[config.mk]
export PLATFORM = sky130hd
export DESIGN_NAME = k_way_merge_heap
export DESIGN_NICKNAME = d
export VERILOG_FILES = /design/src/hdl/kwmh_pkg.sv /design/src/hdl/k_way_merge_heap.sv /design/src/hdl/kwmh_heap_mem.sv
export SDC_FILE = /design/constraint.sdc
export NUM_CORES = 2
export LEC_CHECK = 0
export BUFFER_PORTS_ARGS = -buffer_cell sky130_fd_sc_hd__buf_4
export CORE_ASPECT_RATIO = 1.2
export CORE_MARGIN = 2
export CORE_UTILIZATION = 45
export CTS_CLUSTER_DIAMETER = 150
export DETAILED_ROUTE_END_ITERATION = 7
export MAX_ROUTING_LAYER = met4
export PLACE_DENSITY = 0.7
export REMOVE_ABC_BUFFERS = 1
export SLEW_MARGIN = 20
export SYNTH_ARGS = -nofsm -noshare
export SYNTH_HDL_FRONTEND = slang
export SYNTH_HIERARCHICAL = 1
export SYNTH_SLANG_ARGS = --single-unit
[constraint.sdc]
create_clock -name i_clk -period 7.1 [get_ports i_clk]
set_input_delay 0.355 -clock i_clk [delete_from_list [all_inputs] [get_ports i_clk]]
set_output_delay 0.355 -clock i_clk [all_outputs]
set_load 0.01 [all_outputs]
[src/hdl/kwmh_pkg.sv]
// ----------------------------------------------------------------------------
// kwmh_pkg
// Shared types and fixed widths for the k-way merge heap.
// ----------------------------------------------------------------------------
`default_nettype none

package kwmh_pkg;

    localparam int VALUE_W    = 32;
    localparam int OUT_LANE_W = 4;
    localparam int CFG_W      = 5;

    localparam logic [CFG_W-1:0]   LANE_COUNT_RST = CFG_W'(16);
    localparam logic [VALUE_W-1:0] SIGN_FLIP      = 32'h8000_0000;

    // Sequencer states
    typedef enum logic [2:0] {
        S_IDLE,   // wait for an item
        S_UP,     // sift-up compare against parent
        S_PLACE,  // drop held entry into the hole
        S_POP,    // read root and last entry
        S_TOP,    // emit root, start sift-down
        S_DN      // sift-down compare against children
    } t_state;

endpackage

`default_nettype wire

[src/hdl/k_way_merge_heap.sv]
// ----------------------------------------------------------------------------
// k_way_merge_heap
// Merges sorted lane streams into one ascending stream through a min-heap.
// ----------------------------------------------------------------------------
// Usage:
//   Input items are taken when i_start is high and o_busy is low. After the
//   merge starts, each item loads one lane head in lane order; no result comes
//   out until the last head (lane_count heads) is in. Then a result is emitted
//   and every following item is the refill for o_lane_res of the last result.
//   A result shows for one cycle with o_strobe; the receiver cannot stall, so
//   nothing backs up. When the heap empties, a done marker (o_merge_done) is
//   emitted and the block goes back to loading heads.
//   Configuration: i_cfg_data writes lane_count when i_cfg_valid and
//   o_cfg_ready are high; o_cfg_ready is always high.
// Sequencing:
//   An accepted item is inserted with a sift-up when it carries an element,
//   then, once merging, the root is popped with a sift-down (or a done marker
//   is sent); o_busy stays high throughout, so no new item is taken before the
//   last one is through. The single heap memory with its registered read
//   data sets this pace.
// Reset: synchronous, active low; heap empties, load phase, lane_count 16.
// ----------------------------------------------------------------------------
`default_nettype none

module k_way_merge_heap
    import kwmh_pkg::*;
#(
    parameter int LANES = 16
) (
    input  wire logic                      i_clk,
    input  wire logic                      i_rst_n,
    // item channel
    input  wire logic                      i_start,
    output logic                           o_busy,
    input  wire logic [3:0]                i_lane,
    input  wire logic                      i_has_element,
    input  wire logic signed [VALUE_W-1:0] i_value,
    // result channel
    output logic                           o_strobe,
    output logic signed [VALUE_W-1:0]      o_value_res,
    output logic [OUT_LANE_W-1:0]          o_lane_res,
    output logic                           o_has_value,
    output logic                           o_merge_done,
    // configuration channel
    input  wire logic                      i_cfg_valid,
    output logic                           o_cfg_ready,
    input  wire logic [CFG_W-1:0]          i_cfg_data
);

    localparam int IW = $clog2(LANES);
    localparam int LW = IW;
    localparam int SW = $clog2(LANES + 1);
    localparam int KW = VALUE_W + LW;
    localparam int CW = IW + 2;

    // Key = {value with sign flipped, lane}: unsigned order is pop order.
    t_state          r_state, n_state;
    logic [SW-1:0]   r_size, n_size;
    logic [SW-1:0]   r_heads, n_heads;
    logic            r_merging, n_merging;
    logic [LW-1:0]   r_pending, n_pending;
    logic [KW-1:0]   r_key, n_key;
    logic [IW-1:0]   r_idx, n_idx;
    logic            r_do_pop, n_do_pop;
    logic [CFG_W-1:0] r_lane_count;

    logic                  r_strobe, n_strobe;
    logic [VALUE_W-1:0]    r_out_value, n_out_value;
    logic [OUT_LANE_W-1:0] r_out_lane, n_out_lane;
    logic                  r_out_has, n_out_has;
    logic                  r_out_done, n_out_done;

    logic          mem_we;
    logic [IW-1:0] mem_waddr, mem_raddr0, mem_raddr1;
    logic [KW-1:0] mem_wdata, mem_rdata0, mem_rdata1;

    logic [SW-1:0] eff_count;
    logic [SW-1:0] heads_inc;
    logic [KW-1:0] new_key;
    logic [IW-1:0] parent_idx;
    logic [CW-1:0] left_idx, right_idx, size_ext;
    logic          left_ok, right_ok, take_right;
    logic [KW-1:0] child_key;
    logic [IW-1:0] child_idx;
    logic [IW-1:0] child_l, child_r;

    kwmh_heap_mem #(
        .DEPTH (LANES),
        .AW    (IW),
        .DW    (KW)
    ) u_mem (
        .i_clk    (i_clk),
        .i_we     (mem_we),
        .i_waddr  (mem_waddr),
        .i_wdata  (mem_wdata),
        .i_raddr0 (mem_raddr0),
        .i_raddr1 (mem_raddr1),
        .o_rdata0 (mem_rdata0),
        .o_rdata1 (mem_rdata1)
    );

    // configuration register
    assign o_cfg_ready = 1'b1;

    always_ff @(posedge i_clk) begin
        if (!i_rst_n) begin
            r_lane_count <= LANE_COUNT_RST;
        end else if (i_cfg_valid && o_cfg_ready) begin
            r_lane_count <= i_cfg_data;
        end
    end

    // clamp lane count to 1..LANES
    always_comb begin
        if (int'(r_lane_count) > LANES) begin
            eff_count = SW'(LANES);
        end else if (r_lane_count == '0) begin
            eff_count = SW'(1);
        end else begin
            eff_count = SW'(r_lane_count);
        end
    end

    assign heads_inc  = r_heads + 1'b1;
    assign parent_idx = (r_idx - 1'b1) >> 1;
    assign left_idx   = {1'b0, r_idx, 1'b1};
    assign right_idx  = left_idx + 1'b1;
    assign size_ext   = CW'(r_size);
    assign left_ok    = left_idx < size_ext;
    assign right_ok   = right_idx < size_ext;
    assign take_right = right_ok && (mem_rdata1 < mem_rdata0);
    assign child_key  = take_right ? mem_rdata1 : mem_rdata0;
    assign child_l    = left_idx[IW-1:0];
    assign child_r    = right_idx[IW-1:0];
    assign child_idx  = take_right ? child_r : child_l;

    always_comb begin
        new_key = {i_value ^ SIGN_FLIP, r_merging ? r_pending : LW'(r_heads)};
    end

    always_ff @(posedge i_clk) begin
        if (!i_rst_n) begin
            r_state   <= S_IDLE;
            r_size    <= '0;
            r_heads   <= '0;
            r_merging <= 1'b0;
            r_pending <= '0;
            r_do_pop  <= 1'b0;
            r_strobe  <= 1'b0;
        end else begin
            r_state   <= n_state;
            r_size    <= n_size;
            r_heads   <= n_heads;
            r_merging <= n_merging;
            r_pending <= n_pending;
            r_do_pop  <= n_do_pop;
            r_strobe  <= n_strobe;
        end
    end

    always_ff @(posedge i_clk) begin
        r_key       <= n_key;
        r_idx       <= n_idx;
        r_out_value <= n_out_value;
        r_out_lane  <= n_out_lane;
        r_out_has   <= n_out_has;
        r_out_done  <= n_out_done;
    end

    always_comb begin
        n_state     = r_state;
        n_size      = r_size;
        n_heads     = r_heads;
        n_merging   = r_merging;
        n_pending   = r_pending;
        n_do_pop    = r_do_pop;
        n_key       = r_key;
        n_idx       = r_idx;
        n_strobe    = 1'b0;
        n_out_value = r_out_value;
        n_out_lane  = r_out_lane;
        n_out_has   = r_out_has;
        n_out_done  = r_out_done;
        mem_we      = 1'b0;
        mem_waddr   = r_idx;
        mem_wdata   = r_key;
        mem_raddr0  = '0;
        mem_raddr1  = '0;

        unique case (r_state)
            S_IDLE: begin
                if (i_start) begin
                    if (r_merging) begin
                        n_do_pop = 1'b1;
                    end else begin
                        n_heads = heads_inc;
                        if (heads_inc >= eff_count) begin
                            n_do_pop  = 1'b1;
                            n_merging = 1'b1;
                        end else begin
                            n_do_pop = 1'b0;
                        end
                    end
                    if (i_has_element && (int'(r_size) < LANES)) begin
                        // insert at the end, then sift up
                        n_key      = new_key;
                        n_idx      = IW'(r_size);
                        n_size     = r_size + 1'b1;
                        mem_raddr0 = (IW'(r_size) - 1'b1) >> 1;
                        n_state    = (r_size == '0) ? S_PLACE : S_UP;
                    end else if (r_merging || (heads_inc >= eff_count)) begin
                        n_state = S_POP;
                    end
                end
            end
            S_UP: begin
                if (r_key < mem_rdata0) begin
                    // move parent down into the hole
                    mem_we     = 1'b1;
                    mem_wdata  = mem_rdata0;
                    n_idx      = parent_idx;
                    mem_raddr0 = (parent_idx - 1'b1) >> 1;
                    n_state    = (parent_idx == '0) ? S_PLACE : S_UP;
                end else begin
                    mem_we  = 1'b1;
                    n_state = r_do_pop ? S_POP : S_IDLE;
                end
            end
            S_PLACE: begin
                mem_we  = 1'b1;
                n_state = r_do_pop ? S_POP : S_IDLE;
            end
            S_POP: begin
                if (r_size == '0) begin
                    // heap empty: done marker, back to loading
                    n_strobe    = 1'b1;
                    n_out_value = '0;
                    n_out_lane  = '0;
                    n_out_has   = 1'b0;
                    n_out_done  = 1'b1;
                    n_merging   = 1'b0;
                    n_heads     = '0;
                    n_pending   = '0;
                    n_state     = S_IDLE;
                end else begin
                    mem_raddr0 = '0;
                    mem_raddr1 = IW'(r_size - 1'b1);
                    n_size     = r_size - 1'b1;
                    n_state    = S_TOP;
                end
            end
            S_TOP: begin
                n_strobe    = 1'b1;
                n_out_value = mem_rdata0[KW-1:LW] ^ SIGN_FLIP;
                n_out_lane  = OUT_LANE_W'(mem_rdata0[LW-1:0]);
                n_out_has   = 1'b1;
                n_out_done  = 1'b0;
                n_pending   = mem_rdata0[LW-1:0];
                if (r_size == '0) begin
                    n_state = S_IDLE;
                end else begin
                    // last entry fills the root hole, sift down
                    n_key      = mem_rdata1;
                    n_idx      = '0;
                    mem_raddr0 = IW'(1);
                    mem_raddr1 = IW'(2);
                    n_state    = S_DN;
                end
            end
            S_DN: begin
                if (left_ok && (child_key < r_key)) begin
                    mem_we     = 1'b1;
                    mem_wdata  = child_key;
                    n_idx      = child_idx;
                    mem_raddr0 = IW'({child_idx, 1'b1});
                    mem_raddr1 = IW'({child_idx, 1'b1} + 1'b1);
                    n_state    = S_DN;
                end else begin
                    mem_we  = 1'b1;
                    n_state = S_IDLE;
                end
            end
            default: begin
                n_state = S_IDLE;
            end
        endcase
    end

    assign o_busy       = (r_state != S_IDLE);
    assign o_strobe     = r_strobe;
    assign o_value_res  = r_out_value;
    assign o_lane_res   = r_out_lane;
    assign o_has_value  = r_out_has;
    assign o_merge_done = r_out_done;

endmodule

`default_nettype wire

[src/hdl/kwmh_heap_mem.sv]
// ----------------------------------------------------------------------------
// kwmh_heap_mem
// Heap storage: one write port, two read ports, registered read data.
// ----------------------------------------------------------------------------
`default_nettype none

module kwmh_heap_mem #(
    parameter int DEPTH = 16,
    parameter int AW    = 4,
    parameter int DW    = 36
) (
    input  wire logic          i_clk,
    input  wire logic          i_we,
    input  wire logic [AW-1:0] i_waddr,
    input  wire logic [DW-1:0] i_wdata,
    input  wire logic [AW-1:0] i_raddr0,
    input  wire logic [AW-1:0] i_raddr1,
    output logic      [DW-1:0] o_rdata0,
    output logic      [DW-1:0] o_rdata1
);

    logic [DW-1:0] mem [DEPTH];

    always_ff @(posedge i_clk) begin
        if (i_we) begin
            mem[i_waddr] <= i_wdata;
        end
    end

    always_ff @(posedge i_clk) begin
        o_rdata0 <= mem[i_raddr0];
        o_rdata1 <= mem[i_raddr1];
    end

endmodule

`default_nettype wire

==> impl_metrics.ini <==
[finish]
postLayoutCellArea_sq_mm = 0.0416
nets = 2617
n_antenna_cell = 0
final_cell_mix = 654 x edfxtp_1, 288 x mux4_2, 254 x nand2_1
multi_input_area_sq_mm = 0.0133
fin_util_pct = 52.7
final_common_cell = edfxtp_1
fill_cells = 6278
drive_gt1_share_pct = 27.0
seqCellArea_sq_mm = 0.0216
syn_to_final_growth_pct = 16.5

[timing]
timing.final.crit_share_pct = 94.5
slew_headroom_pct = 37.6
rsz0062_at_grt = false
fmax_mhz = 149
final.setup.tns_ns = 0
finalSetupViolCount = 0
timing_hold_violations_final = 0
final.min_clock_period_ns = 6.71
clock_skew_ns = 0.0284
tightestPinTransition_ns = 0.927
finalMaxSlewViolations = 0

[floorplanning]
die_area_sq_mm = 0.0815
die_w_um = 261
ioPinCount = 87
rows = 113
dieHeight_um = 312
initial_core_util_pct = 45.2
coreArea_sq_mm = 0.0789

[synth]
syn-instance-count = 2274
ys_async_sr_fraction_pct = 0
yosysSeqAreaShare_pct = 60.5
netlist_area_sq_mm = 0.0357
ys_ff_latch = 751
synth-warning-count = 6
avgSynthCellArea_sq_um = 15.7
yosys_most_used_dff = edfxtp_1
synth-edff-count = 654
ys_types = 61

[clock_network]
htree_levels = 3
root_buffer = clkbuf_16
cts_buffer_depth = 3
cts_made_buffers = 76
cts.sinks = 751
insertion_delay_ns = 0.64
clk_pin_slew_ns = 0.06
cts_tree = yes

[drt]
first_iter_violations = 2617
dr.pass1.iters = 6
wl_mm = 101
avgViaCountPerCell = 6.35
drc = 0
antenna_left = 0
vias = 22500
wl_per_cell_um = 28.6

[grt]
grt_pass1_vias = 23300
gr-usage-all-layers_pct = 25.9
overflow = 0
grt_pass1_wl_mm = 149
antenna_found_initial = 0
grt_max_degree = 87

[critical_path]
critPathKind = flip-flop to flip-flop
worstSetupStartpointType = flip-flop
cp_top_family = compound AO/OA/AOI/OAI gates
crit_required_ns = 7.62
cp_max_fo = 18
worstPathArrival_ns = 7.23
slowest_delay_ns = 0.49
crit_buf_inv = 6
crit_top_cell = buf_4
slowest_stage = a2111o_1
endpoint_kind = flip-flop

[power_and_ir_drop]
p_per_area_mw_per_mm2 = 341
vdd_drop_max_mv = 0.250
p_leak_nw = 14.1
finalPower_w = 0.0142

[placement]
place.gp.congestion = 0.953
port_buffers = 81
dpl-instance-area_sq_mm = 0.0390
dp_hpwl_mm = 63.3

[job]
cap_violations = 0

[min_path]
hold_class = input port to flip-flop

[run_status]
run_status = finished clean
path summary, 6_finish.rpt:
kind                      start            endpoint  slack, ns  cells after the start
min reg2reg        r_pending[0]        r_pending[0]       0.52                      2
max reg2reg  u_mem/o_rdata0[20]  u_mem/o_rdata0[17]       0.39                     26
max          u_mem/o_rdata0[20]  u_mem/o_rdata0[17]       0.39                     26
min               i_cfg_data[3]     r_lane_count[3]       0.02                      3
cell usage after synthesis (8+ instances only):
cell type  instances  area, sq um
clkbuf_1          67          251
mux2i_1           12          120
a21o_1            11         82.6
dfxtp_1           97         1940
nand2_1          255          957
buf_2             37          185
nor2_1           113          424
nor2b_1           23          144
a22oi_1          148         1110
nand2b_1           8         50.1
buf_1             12         45.0
a221o_1           33          330
mux4_2           288         6490
buf_6             18          203
nor3_1            18         90.1
a21oi_1           44          220
o21ai_0           67          335
nand4_1           19          119
and2_1             9         56.3
inv_1             88          330
xnor2_1           10         87.6
ha_1             126         1580
nand3_1           22          110
edfxtp_1         654        19600
a211oi_1           8         60.1
worst min-delay path: stages:
cell and delay (ns):
buf_4 0.10, mux2i_1 0.06, nor2b_1 0.09
flip-flops by register name (all words and copies together) (netlist names), 5 cells and up:
signal          flops
u_mem/o_rdata1     36
r_lane_count        5
r_key              36
u_mem/mem         576
r_heads             5
u_mem/o_rdata0     36
r_size              5
o_value_res        32
cells by family after synthesis:
logic type	after synthesis	synth area share [%]
simple gates	488	5.89
mux	301	18.6
other cells	1	0.0105
compound gates	367	7.37
flops	751	60.5
xor+xnor	14	0.344
fa+ha+maj	126	4.42
buf+inv	226	2.92
routing by layer:
layer	up-vias	routed length (um)	global-route usage (%)
met5	-	0	-
met2	1230	51400	42.9
li1	9485	-	-
met4	0	4890	11.9
met1	11500	35900	31.1
met3	275	9040	4.30
power by group:
| group | total, W | internal, W | switching, W |
|---|---|---|---|
| clock | 0.00401 | 0.00229 | 0.00172 |
| combinational | 0.00450 | 0.00193 | 0.00257 |
| sequential | 0.00565 | 0.00546 | 0.000193 |
through the flow:
step | hold slack (ns) | std cells | setup WS [ns]
floorplan | 0.454 | 2137 | -10.26
global route | 0.0327 | 3542 | 0.0415
CTS | 0.000929 | 3541 | 0.166
finish | 0.0234 | 3542 | 0.390
global placement | 0.493 | 3397 | 0.224
detailed placement | 0.508 | 3397 | 0.201
repair_timing:
| action | in CTS | in global routing |
|---|---|---|
| hold buffers | 4 | 0 |
| setup buffers | 0 | 1 |
| endpoints found under the hold margin | 4 | 0 |
| gates resized for setup | 0 | 3 |
| setup endpoints to repair | 0 | 71 |
final cells by class:
| cell class | count | area share, % |
|---|---|---|
| Sequential cell | 751 | 51.9 |
| Clock inverter | 33 | 0.867 |
| Inverter | 89 | 0.804 |
| Multi-Input combinational cell | 1297 | 32.0 |
| Clock buffer | 107 | 5.10 |
| Timing Repair Buffer | 230 | 6.17 |
| Tap cell | 1035 | 3.12 |
No activity file was read; power rests on OpenSTA's default activity.
